===== config.mk =====
export PLATFORM = sky130hd
export DESIGN_NAME = urlencoded_param_tokenizer
export DESIGN_NICKNAME = d
export VERILOG_FILES = /design/src/rtl/core/upt_pkg.sv /design/src/rtl/core/upt_front.sv /design/src/rtl/core/upt_queue.sv /design/src/rtl/core/upt_back.sv /design/src/rtl/core/urlencoded_param_tokenizer.sv
export SDC_FILE = /design/constraint.sdc
export NUM_CORES = 1
export LEC_CHECK = 0
export BUFFER_PORTS_ARGS = -buffer_cell sky130_fd_sc_hd__buf_4
export CELL_PAD_IN_SITES_DETAIL_PLACEMENT = 1
export CELL_PAD_IN_SITES_GLOBAL_PLACEMENT = 2
export CORE_MARGIN = 1.5
export CORE_UTILIZATION = 40
export CTS_BUF_LIST = sky130_fd_sc_hd__clkbuf_8
export CTS_CLUSTER_SIZE = 16
export DETAILED_ROUTE_END_ITERATION = 6
export PLACE_DENSITY_LB_ADDON = 0.12
export SETUP_SLACK_MARGIN = 0.05
export SKIP_LAST_GASP = 1
export SYNTH_ARGS = -nofsm -noshare
export SYNTH_HDL_FRONTEND = slang
export SYNTH_SLANG_ARGS = --single-unit

===== constraint.sdc =====
create_clock -name clk -period 6.8 [get_ports clk]
set_clock_uncertainty 0.1 [all_clocks]
set_input_delay 1.36 -clock clk [delete_from_list [all_inputs] [get_ports clk]]
set_output_delay 1.36 -clock clk [all_outputs]
set_load 0.005 [all_outputs]

===== src/rtl/core/upt_pkg.sv =====
`timescale 1ns / 1ps
package upt_pkg;

    // Queue between the classifier and the result sequencer (bundles).
    localparam int QUEUE_DEPTH = 2;

    // Most results one input byte can cause.
    localparam int MAX_RESULTS = 4;
    localparam int COUNT_W     = $clog2(MAX_RESULTS + 1);
    localparam int SLOT_W      = $clog2(MAX_RESULTS);

    // Configuration register indexes
    localparam int         CFG_INDEX_W     = 1;
    localparam logic [0:0] CFG_URI_MODE    = 1'b0;
    localparam logic [0:0] CFG_ACCEPT_LOWER = 1'b1;

    // Result kinds
    localparam logic [1:0] KIND_PATH  = 2'd0;
    localparam logic [1:0] KIND_KEY   = 2'd1;
    localparam logic [1:0] KIND_VALUE = 2'd2;

    // Special characters
    localparam logic [7:0] CH_PERCENT = 8'h25;
    localparam logic [7:0] CH_AMP     = 8'h26;
    localparam logic [7:0] CH_EQUAL   = 8'h3D;
    localparam logic [7:0] CH_QMARK   = 8'h3F;
    localparam logic [7:0] CH_ZERO    = 8'h30;
    localparam logic [7:0] CH_NINE    = 8'h39;
    localparam logic [7:0] CH_UPPER_A = 8'h41;
    localparam logic [7:0] CH_UPPER_F = 8'h46;
    localparam logic [7:0] CH_LOWER_A = 8'h61;
    localparam logic [7:0] CH_LOWER_F = 8'h66;
    localparam logic [3:0] HEX_TEN    = 4'hA;

    typedef enum logic [3:0] {
        PH_PATH  = 4'b0001,
        PH_KEY   = 4'b0010,
        PH_VALUE = 4'b0100,
        PH_START = 4'b1000
    } phase_t;

    typedef enum logic [2:0] {
        ESC_NONE  = 3'b001,
        ESC_PCT   = 3'b010,
        ESC_DIGIT = 3'b100
    } esc_t;

    typedef struct packed {
        logic uri_mode;
        logic accept_lowercase;
    } cfg_t;

    typedef struct packed {
        logic       has_byte;
        logic [7:0] data;
        logic [1:0] kind;
        logic       field_end;
        logic       pair_end;
    } result_t;

    typedef struct packed {
        logic [COUNT_W-1:0]              count;
        result_t [MAX_RESULTS-1:0]       items;
    } bundle_t;

    typedef struct packed {
        logic       ok;
        logic [3:0] val;
        logic       lower;
    } hex_t;

    function automatic hex_t hex_of(input logic [7:0] c, input logic lc);
        hex_t h;
        h = '0;
        if (c >= CH_ZERO && c <= CH_NINE) begin
            h.ok  = 1'b1;
            h.val = c[3:0];
        end else if (c >= CH_UPPER_A && c <= CH_UPPER_F) begin
            h.ok  = 1'b1;
            h.val = c[3:0] + 4'd9;
        end else if (lc && c >= CH_LOWER_A && c <= CH_LOWER_F) begin
            h.ok    = 1'b1;
            h.val   = c[3:0] + 4'd9;
            h.lower = 1'b1;
        end
        return h;
    endfunction

    // Character that spells a held hex digit back out.
    function automatic logic [7:0] digit_char(input logic [3:0] d, input logic lower);
        logic [7:0] ch;
        if (d < HEX_TEN) begin
            ch = CH_ZERO + {4'h0, d};
        end else begin
            ch = (lower ? CH_LOWER_A : CH_UPPER_A) + {4'h0, d - HEX_TEN};
        end
        return ch;
    endfunction

    function automatic logic [1:0] phase_kind(input phase_t ph);
        logic [1:0] k;
        unique case (ph)
            PH_PATH:  k = KIND_PATH;
            PH_VALUE: k = KIND_VALUE;
            default:  k = KIND_KEY;
        endcase
        return k;
    endfunction

    function automatic result_t make_result(input logic has, input logic [7:0] b,
                                            input logic [1:0] k, input logic fe,
                                            input logic pe);
        result_t r;
        r.has_byte  = has;
        r.data      = b;
        r.kind      = k;
        r.field_end = fe;
        r.pair_end  = pe;
        return r;
    endfunction

endpackage


===== src/rtl/core/upt_front.sv =====
`timescale 1ns / 1ps
module upt_front
(
    input  logic             clk,
    input  logic             rst_n,
    input  upt_pkg::cfg_t    cfg,
    input  logic             in_valid,
    output logic             in_ready,
    input  logic [7:0]       in_byte,
    input  logic             last,
    input  logic             q_full,
    output logic             push,
    output upt_pkg::bundle_t push_bundle
);

    upt_pkg::phase_t phase_reg, phase_next;
    upt_pkg::esc_t   esc_reg, esc_next;
    logic [3:0]      held_digit_reg, held_digit_next;
    logic            held_lower_reg, held_lower_next;
    logic            seg_reg, seg_next;

    logic [upt_pkg::COUNT_W-1:0] n;
    upt_pkg::hex_t               hx;
    logic                        handled;
    logic                        accept;

    assign in_ready = !q_full;
    assign accept   = in_valid && in_ready;
    assign push     = accept && (n != '0);

    always_comb begin
        phase_next      = phase_reg;
        esc_next        = esc_reg;
        held_digit_next = held_digit_reg;
        held_lower_next = held_lower_reg;
        seg_next        = seg_reg;
        n               = '0;
        push_bundle     = '0;
        handled         = 1'b0;
        hx              = upt_pkg::hex_of(in_byte, cfg.accept_lowercase);

        // Resolve the phase on the first byte of a string.
        if (phase_next == upt_pkg::PH_START) begin
            phase_next = cfg.uri_mode ? upt_pkg::PH_PATH : upt_pkg::PH_KEY;
            seg_next   = 1'b0;
            esc_next   = upt_pkg::ESC_NONE;
        end

        if (phase_next == upt_pkg::PH_PATH) begin
            if (in_byte == upt_pkg::CH_QMARK) begin
                push_bundle.items[n[upt_pkg::SLOT_W-1:0]] =
                    upt_pkg::make_result(1'b0, 8'h00, upt_pkg::KIND_PATH, 1'b1, 1'b0);
                n          = n + 1'b1;
                phase_next = upt_pkg::PH_KEY;
                seg_next   = 1'b0;
            end else begin
                push_bundle.items[n[upt_pkg::SLOT_W-1:0]] =
                    upt_pkg::make_result(1'b1, in_byte, upt_pkg::KIND_PATH, 1'b0, 1'b0);
                n = n + 1'b1;
            end
            handled = 1'b1;
        end else if (esc_next != upt_pkg::ESC_NONE && hx.ok) begin
            if (esc_next == upt_pkg::ESC_PCT) begin
                held_digit_next = hx.val;
                held_lower_next = hx.lower;
                esc_next        = upt_pkg::ESC_DIGIT;
            end else begin
                push_bundle.items[n[upt_pkg::SLOT_W-1:0]] =
                    upt_pkg::make_result(1'b1, {held_digit_next, hx.val},
                                         upt_pkg::phase_kind(phase_next), 1'b0, 1'b0);
                n        = n + 1'b1;
                esc_next = upt_pkg::ESC_NONE;
            end
            handled = 1'b1;
        end else if (esc_next != upt_pkg::ESC_NONE) begin
            // bad escape: spill what was held
            push_bundle.items[n[upt_pkg::SLOT_W-1:0]] =
                upt_pkg::make_result(1'b1, upt_pkg::CH_PERCENT,
                                     upt_pkg::phase_kind(phase_next), 1'b0, 1'b0);
            n = n + 1'b1;
            if (esc_next == upt_pkg::ESC_DIGIT) begin
                push_bundle.items[n[upt_pkg::SLOT_W-1:0]] =
                    upt_pkg::make_result(1'b1,
                                         upt_pkg::digit_char(held_digit_next, held_lower_next),
                                         upt_pkg::phase_kind(phase_next), 1'b0, 1'b0);
                n = n + 1'b1;
            end
            esc_next = upt_pkg::ESC_NONE;
        end

        if (!handled) begin
            if (in_byte == upt_pkg::CH_PERCENT) begin
                esc_next = upt_pkg::ESC_PCT;
                seg_next = 1'b1;
            end else if (in_byte == upt_pkg::CH_AMP) begin
                if (phase_next == upt_pkg::PH_KEY) begin
                    push_bundle.items[n[upt_pkg::SLOT_W-1:0]] =
                        upt_pkg::make_result(1'b0, 8'h00, upt_pkg::KIND_KEY, 1'b1, 1'b1);
                end else begin
                    push_bundle.items[n[upt_pkg::SLOT_W-1:0]] =
                        upt_pkg::make_result(1'b0, 8'h00, upt_pkg::KIND_VALUE, 1'b0, 1'b1);
                end
                n          = n + 1'b1;
                phase_next = upt_pkg::PH_KEY;
                seg_next   = 1'b0;
            end else if (in_byte == upt_pkg::CH_EQUAL && phase_next == upt_pkg::PH_KEY) begin
                push_bundle.items[n[upt_pkg::SLOT_W-1:0]] =
                    upt_pkg::make_result(1'b0, 8'h00, upt_pkg::KIND_KEY, 1'b1, 1'b0);
                n          = n + 1'b1;
                phase_next = upt_pkg::PH_VALUE;
                seg_next   = 1'b1;
            end else begin
                push_bundle.items[n[upt_pkg::SLOT_W-1:0]] =
                    upt_pkg::make_result(1'b1, in_byte,
                                         upt_pkg::phase_kind(phase_next), 1'b0, 1'b0);
                n        = n + 1'b1;
                seg_next = 1'b1;
            end
        end

        if (last) begin
            if (phase_next == upt_pkg::PH_PATH) begin
                push_bundle.items[n[upt_pkg::SLOT_W-1:0]] =
                    upt_pkg::make_result(1'b0, 8'h00, upt_pkg::KIND_PATH, 1'b1, 1'b0);
                n = n + 1'b1;
            end else begin
                // unfinished escape goes out literally
                if (esc_next != upt_pkg::ESC_NONE) begin
                    push_bundle.items[n[upt_pkg::SLOT_W-1:0]] =
                        upt_pkg::make_result(1'b1, upt_pkg::CH_PERCENT,
                                             upt_pkg::phase_kind(phase_next), 1'b0, 1'b0);
                    n = n + 1'b1;
                end
                if (esc_next == upt_pkg::ESC_DIGIT) begin
                    push_bundle.items[n[upt_pkg::SLOT_W-1:0]] =
                        upt_pkg::make_result(1'b1,
                                             upt_pkg::digit_char(held_digit_next,
                                                                 held_lower_next),
                                             upt_pkg::phase_kind(phase_next), 1'b0, 1'b0);
                    n = n + 1'b1;
                end
                if (phase_next == upt_pkg::PH_VALUE) begin
                    push_bundle.items[n[upt_pkg::SLOT_W-1:0]] =
                        upt_pkg::make_result(1'b0, 8'h00, upt_pkg::KIND_VALUE, 1'b0, 1'b1);
                    n = n + 1'b1;
                end else if (seg_next) begin
                    push_bundle.items[n[upt_pkg::SLOT_W-1:0]] =
                        upt_pkg::make_result(1'b0, 8'h00, upt_pkg::KIND_KEY, 1'b1, 1'b1);
                    n = n + 1'b1;
                end
            end
            phase_next      = upt_pkg::PH_START;
            esc_next        = upt_pkg::ESC_NONE;
            held_digit_next = 4'h0;
            held_lower_next = 1'b0;
            seg_next        = 1'b0;
        end

        push_bundle.count = n;
    end

    always_ff @(posedge clk or negedge rst_n)
    begin
        if (!rst_n) begin
            phase_reg      <= upt_pkg::PH_START;
            esc_reg        <= upt_pkg::ESC_NONE;
            held_digit_reg <= 4'h0;
            held_lower_reg <= 1'b0;
            seg_reg        <= 1'b0;
        end else if (accept) begin
            phase_reg      <= phase_next;
            esc_reg        <= esc_next;
            held_digit_reg <= held_digit_next;
            held_lower_reg <= held_lower_next;
            seg_reg        <= seg_next;
        end
    end

    // Path phase never holds a pending escape.
    a_path_no_escape: assert property (@(posedge clk) disable iff (!rst_n)
        phase_reg == upt_pkg::PH_PATH |-> esc_reg == upt_pkg::ESC_NONE)
        else $error("escape pending in path phase");

    // Last byte always returns the tokenizer to its start state.
    a_last_restarts: assert property (@(posedge clk) disable iff (!rst_n)
        accept && last |=> phase_reg == upt_pkg::PH_START && esc_reg == upt_pkg::ESC_NONE)
        else $error("string end did not restart");

endmodule


===== src/rtl/core/upt_queue.sv =====
`timescale 1ns / 1ps
module upt_queue
#(
    parameter int DEPTH = upt_pkg::QUEUE_DEPTH
)
(
    input  logic             clk,
    input  logic             rst_n,
    input  logic             push,
    input  upt_pkg::bundle_t push_bundle,
    output logic             full,
    input  logic             pop,
    output logic             head_valid,
    output upt_pkg::bundle_t head_bundle
);

    localparam int PTR_W = (DEPTH > 1) ? $clog2(DEPTH) : 1;
    localparam int CNT_W = $clog2(DEPTH + 1);

    upt_pkg::bundle_t  slots_reg [DEPTH];
    logic [PTR_W-1:0]  wr_ptr_reg, wr_ptr_next;
    logic [PTR_W-1:0]  rd_ptr_reg, rd_ptr_next;
    logic [CNT_W-1:0]  cnt_reg, cnt_next;

    assign full        = (cnt_reg == CNT_W'(DEPTH));
    assign head_valid  = (cnt_reg != '0);
    assign head_bundle = slots_reg[rd_ptr_reg];

    always_comb begin
        wr_ptr_next = wr_ptr_reg;
        rd_ptr_next = rd_ptr_reg;
        cnt_next    = cnt_reg;
        if (push) begin
            wr_ptr_next = (wr_ptr_reg == PTR_W'(DEPTH - 1)) ? '0 : wr_ptr_reg + 1'b1;
        end
        if (pop) begin
            rd_ptr_next = (rd_ptr_reg == PTR_W'(DEPTH - 1)) ? '0 : rd_ptr_reg + 1'b1;
        end
        if (push && !pop) begin
            cnt_next = cnt_reg + 1'b1;
        end else if (pop && !push) begin
            cnt_next = cnt_reg - 1'b1;
        end
    end

    always_ff @(posedge clk or negedge rst_n)
    begin
        if (!rst_n) begin
            wr_ptr_reg <= '0;
            rd_ptr_reg <= '0;
            cnt_reg    <= '0;
        end else begin
            wr_ptr_reg <= wr_ptr_next;
            rd_ptr_reg <= rd_ptr_next;
            cnt_reg    <= cnt_next;
        end
    end

    always_ff @(posedge clk)
    begin
        if (push) begin
            slots_reg[wr_ptr_reg] <= push_bundle;
        end
    end

    a_no_overflow: assert property (@(posedge clk) disable iff (!rst_n)
        full |-> !push)
        else $error("push into full queue");

    a_no_underflow: assert property (@(posedge clk) disable iff (!rst_n)
        !head_valid |-> !pop)
        else $error("pop from empty queue");

endmodule


===== src/rtl/core/upt_back.sv =====
`timescale 1ns / 1ps
module upt_back
(
    input  logic             clk,
    input  logic             rst_n,
    input  logic             head_valid,
    input  upt_pkg::bundle_t head_bundle,
    output logic             pop,
    output logic             out_valid,
    input  logic             out_ready,
    output upt_pkg::result_t out_result,
    output logic             out_run_last
);

    logic [upt_pkg::SLOT_W-1:0] idx_reg, idx_next;
    logic                       valid_reg, valid_next;
    upt_pkg::result_t           res_reg;
    logic                       run_last_reg;
    logic                       load;
    logic                       at_end;

    assign load   = head_valid && (!valid_reg || out_ready);
    assign at_end = ({1'b0, idx_reg} == head_bundle.count - 1'b1);
    assign pop    = load && at_end;

    assign out_valid    = valid_reg;
    assign out_result   = res_reg;
    assign out_run_last = run_last_reg;

    always_comb begin
        idx_next   = idx_reg;
        valid_next = valid_reg;
        if (load) begin
            valid_next = 1'b1;
            idx_next   = at_end ? '0 : idx_reg + 1'b1;
        end else if (out_ready) begin
            valid_next = 1'b0;
        end
    end

    always_ff @(posedge clk or negedge rst_n)
    begin
        if (!rst_n) begin
            idx_reg   <= '0;
            valid_reg <= 1'b0;
        end else begin
            idx_reg   <= idx_next;
            valid_reg <= valid_next;
        end
    end

    always_ff @(posedge clk)
    begin
        if (load) begin
            res_reg      <= head_bundle.items[idx_reg];
            run_last_reg <= at_end;
        end
    end

    // Slot index only walks inside a bundle that is present.
    a_idx_idle: assert property (@(posedge clk) disable iff (!rst_n)
        !head_valid |-> idx_reg == '0)
        else $error("slot index left over with empty queue");

    a_idx_in_range: assert property (@(posedge clk) disable iff (!rst_n)
        head_valid |-> head_bundle.count != '0 && {1'b0, idx_reg} < head_bundle.count)
        else $error("slot index beyond bundle");

endmodule


===== src/rtl/core/urlencoded_param_tokenizer.sv =====
`timescale 1ns / 1ps
// URL query / form body tokenizer with percent decoding.
// Input channel (in_valid/in_ready): one raw byte per request, last marks the
// final byte of a string. Output channel (out_valid/out_ready): one result per
// request - a decoded byte or an end marker, tagged path/key/value, with
// run_last on the final result caused by an input byte. Bytes that cause no
// result (a '%' or first escape digit) produce no output request.
// Config channel (cfg_valid/cfg_ready, always ready): index 0 uri_mode,
// index 1 accept_lowercase; write only while the block is idle.
// A byte's results are written into the bundle queue, then the first is
// registered in the output register. Throughput: one byte per cycle while
// each byte yields at most one result and the receiver stays ready; a byte
// yielding several results holds the result sequencer until all are out, and
// the bundle queue (QUEUE_DEPTH bytes) soaks that up before in_ready drops.
// Reset clears the control state: tokenizer waits for a string start, config is 0.
// A stalled receiver holds the output register; the queue then fills and
// in_ready falls, with nothing dropped.
module urlencoded_param_tokenizer
#(
    parameter int QUEUE_DEPTH = upt_pkg::QUEUE_DEPTH
)
(
    input  logic                            clk,
    input  logic                            rst_n,
    input  logic                            cfg_valid,
    output logic                            cfg_ready,
    input  logic [upt_pkg::CFG_INDEX_W-1:0] cfg_index,
    input  logic                            cfg_data,
    input  logic                            in_valid,
    output logic                            in_ready,
    input  logic [7:0]                      in_byte,
    input  logic                            last,
    output logic                            out_valid,
    input  logic                            out_ready,
    output logic                            has_byte,
    output logic [7:0]                      out_byte,
    output logic [1:0]                      kind,
    output logic                            field_end,
    output logic                            pair_end,
    output logic                            run_last
);

    upt_pkg::cfg_t    cfg_reg;
    logic             q_full;
    logic             push;
    upt_pkg::bundle_t push_bundle;
    logic             pop;
    logic             head_valid;
    upt_pkg::bundle_t head_bundle;
    upt_pkg::result_t out_result;

    // Config registers; always ready.
    assign cfg_ready = 1'b1;

    always_ff @(posedge clk or negedge rst_n)
    begin
        if (!rst_n) begin
            cfg_reg <= '0;
        end else if (cfg_valid) begin
            unique case (cfg_index)
                upt_pkg::CFG_URI_MODE:     cfg_reg.uri_mode         <= cfg_data;
                upt_pkg::CFG_ACCEPT_LOWER: cfg_reg.accept_lowercase <= cfg_data;
                default:                   cfg_reg                  <= cfg_reg;
            endcase
        end
    end

    // Front: classify each byte, build its bundle of results.
    upt_front u_front
    (
        .clk         (clk),
        .rst_n       (rst_n),
        .cfg         (cfg_reg),
        .in_valid    (in_valid),
        .in_ready    (in_ready),
        .in_byte     (in_byte),
        .last        (last),
        .q_full      (q_full),
        .push        (push),
        .push_bundle (push_bundle)
    );

    // Bundle queue decouples byte intake from result delivery.
    upt_queue #(
        .DEPTH (QUEUE_DEPTH)
    ) u_queue
    (
        .clk         (clk),
        .rst_n       (rst_n),
        .push        (push),
        .push_bundle (push_bundle),
        .full        (q_full),
        .pop         (pop),
        .head_valid  (head_valid),
        .head_bundle (head_bundle)
    );

    // Back: hand out one result per cycle through the output register while the receiver is ready.
    upt_back u_back
    (
        .clk          (clk),
        .rst_n        (rst_n),
        .head_valid   (head_valid),
        .head_bundle  (head_bundle),
        .pop          (pop),
        .out_valid    (out_valid),
        .out_ready    (out_ready),
        .out_result   (out_result),
        .out_run_last (run_last)
    );

    assign has_byte  = out_result.has_byte;
    assign out_byte  = out_result.data;
    assign kind      = out_result.kind;
    assign field_end = out_result.field_end;
    assign pair_end  = out_result.pair_end;

endmodule


==> impl_metrics.yaml <==
final_layout:
  largest_reg_flops: 110
  final_layout_size_suffix_gt1_share_pct: 20.2
  syn_to_final_growth_pct: 11.5
  antenna_cells: 0
  register_area_um2: 4280
  multi_input_area_um2: 4080
  design_area_um2: 9540
  final_cells: 1067
  fillers: 2250
  nets: 823
  final_core_util_pct: 45.4
floorplan:
  initial_core_util_pct: 40.7
  die_area_um2: 22300
  row_count: 53
  die_h_um: 149
  io_pins: 33
  core_um2: 21000
  die_w_um: 149
yosys:
  syn_inst: 750
  ys_types: 92
  yosys.area.top_type: "edfxtp_1"
  synthArstFlopShare_pct: 15.1
  netlist_top_cells_area: "edfxtp_1, mux4_2, dfrtp_1"
  synth-seq-area-share_pct: 50.0
  netlist_area_um2: 8550
  ys.flop_type: "edfxtp_1"
  ys_seq_elements: 146
  syn_nets: 794
  synth_edf_count: 124
  yosysWarnings: 0
  synth.avg_cell_area_um2: 11.4
  synth_top_area_share_pct: 43.5
cts:
  clkTransAtPathRegs_ns: 0.08
  cts-resized-gates: 0
  cts.path.max_buffers: 2
  cts_root_buf: "clkbuf_8"
  clkLatencyLatePin_ns: 0.47
  h-tree-depth: 4
  clkSinkCount: 146
  postCtsSetupBuffers: 0
  cts_made_buffers: 17
  cts_tree: "built"
  cts_hold_buffers: 0
worst_setup_path:
  cp.arrival_ns: 6.27
  cp.required_ns: 6.83
  cp_max_fo: 25
  cp-end-kind: "flip-flop"
  crit_type: "in2reg"
  worstSetupStartpointType: "input pin"
timing:
  max_freq_mhz: 160
  setup_viol: 0
  hold_viol: 0
  final_max_slew_viol_count: 0
  min_period_ns: 6.24
  max-slew-margin-rel_pct: 30.6
  min_period_over_period_pct: 91.8
  rsz0062_at_grt: "no"
  fin_tns_setup_ns: 0
  setup_ws_ns: 0.559
  worst_pin_slew_ns: 1.03
routing:
  drt-vias-per-instance: 6.01
  first_pass_iters: 5
  avgRoutedWirePerCell_um: 24.5
  ant_nets: 0
  drt_wl_total_um: 26100
  remaining_drc_errors: 0
  num_vias: 6412
  drtIter0Drc: 335
worst_hold_path:
  hold_class: "reg2reg"
power:
  leakagePower_nw: 3.36
  power_density_nw_per_um2: 461
  vdd_drop_max_mv: 0.162
placed_design:
  dpl.hpwl_um: 19700
  placed_cell_area_um2: 9160
  dp_slack_ns: 0.119
  gp_congestion: 0.939
  place_inst: 1035
  port_buffers: 31
job:
  cap_violations: 0
grt:
  grt_pass1_vias: 6645
  gr-total-overflow: 0
  antenna_found_initial: 0
  grt_max_degree: 44
  grt_pass1_wl_um: 39600
  grtUsageTotal_pct: 24.2
outcome:
  status: "finished clean"
stage by stage:
| stage | hold slack [ns] | power [W] |
|---|---|---|
| 6_report | 0.425 | 0.00440 |
| 5_1_grt | 0.450 | 0.00464 |
| 4_1_cts | 0.437 | 0.00442 |
| 3_5_place_dp | 0.421 | 0.00373 |
| 3_3_place_gp | 0.401 | 0.00364 |
| 2_1_floorplan | 0.372 | 0.00301 |
cell usage in the layout (no fill, tap or decap), drive strengths merged, types with 18 or more instances in the layout:
cell type    n
a21oi       57
buf         45
dfrtp       20
edfxtp     124
ha          28
inv         32
mux4        26
nand2       81
nand3       18
nor2        57
o21ai       56
worst max-delay path: stages:
cell and delay [ns]:
buf_4 0.18, inv_1 0.08, ha_1 0.19, and2_4 0.17, o2111ai_2 0.27, a21oi_1 0.14, nor3_1 0.33, nor3_2 0.10
ha_1 0.30, nand2_1 0.05, o21ai_0 0.10, and2_4 0.20, ha_1 0.31, mux2_4 0.30, ha_1 0.28, nand2b_1 0.16
o21a_1 0.17, ha_1 0.23, a211o_1 0.27, a32oi_2 0.30, o31a_4 0.22, nor2b_4 0.18, buf_4 0.34
cells by family after synthesis:
| logic type | after synthesis | share of synthesized area [%] |
|---|---|---|
| and+or+nand+nor | 224 | 13.0 |
| AOI/OAI and AO/OA | 223 | 17.7 |
| DFF | 146 | 50.0 |
| buffers and inverters | 58 | 2.95 |
| muxes | 50 | 10.1 |
| adders and majority gates | 28 | 4.10 |
| xor gates and xnor gates | 20 | 2.14 |
| other | 1 | 0.0438 |
power by group:
group | switching [W] | internal (W) | leakage [nW]
registers | 0.000178 | 0.00144 | 1.45
logic | 0.00125 | 0.000850 | 1.71
clock network | 0.000387 | 0.000301 | 0.195
cells in the mapped netlist (4+ instances only):
| cell type | instances |
|---|---|
| a21o_1 | 4 |
| a21oi_1 | 52 |
| a22o_1 | 10 |
| a22oi_1 | 11 |
| a31oi_1 | 10 |
| a32oi_1 | 4 |
| and2_1 | 7 |
| and3_1 | 8 |
| buf_2 | 7 |
| clkbuf_1 | 21 |
| dfrtp_1 | 20 |
| edfxtp_1 | 124 |
| ha_1 | 28 |
| inv_1 | 23 |
| mux2_2 | 16 |
| mux2i_1 | 6 |
| mux4_2 | 26 |
| nand2_1 | 80 |
| nand2b_1 | 12 |
| nand3_1 | 17 |
| nor2_1 | 56 |
| nor2b_1 | 7 |
| nor3_1 | 4 |
| o211ai_1 | 6 |
| o21a_1 | 7 |
| o21ai_0 | 48 |
| o21ai_1 | 8 |
| o22ai_1 | 11 |
| o2bb2ai_1 | 7 |
| o31ai_1 | 5 |
| xnor2_1 | 13 |
| xor2_1 | 6 |
metal layers:
metal  wire, um  global-route usage, %  part of all wire (%)
met1      11700                   32.3                    45
met3        862                   3.18                   3.3
met4        732                   8.51                   2.8
met5          0                      0                     0
met2      12800                   40.6                    49
layout make-up:
type	instances	area share [%]
Sequential cell	146	44.9
Clock inverter	15	1.56
Clock buffer	17	2.45
Tap cell	275	3.61
Multi-Input combinational cell	546	42.8
Timing Repair Buffer	45	3.80
Inverter	23	0.905
final timing paths:
check / startpoint / endpoint / slack (ns) / cells past startpoint
min in group asynchronous: rst_n / u_back.idx_reg[0]$_DFFE_PN0P_ / 0.70 / 1
max: in_byte[0] / u_queue.slots_reg[0][16]$_DFFE_PP_ / 0.56 / 23
max in group asynchronous: rst_n / u_front.phase_reg[3]$_DFFE_PN1P_ / 5.57 / 1
min: u_queue.cnt_reg[1]$_DFFE_PN0P_ / u_queue.cnt_reg[1]$_DFFE_PN0P_ / 0.42 / 1
max reg2reg: u_front.phase_reg[0]$_DFFE_PN0P_ / u_queue.slots_reg[0][16]$_DFFE_PP_ / 1.08 / 20
min reg2reg: u_queue.cnt_reg[1]$_DFFE_PN0P_ / u_queue.cnt_reg[1]$_DFFE_PN0P_ / 0.42 / 1
Note: power is estimated with default switching activity, not from simulation.
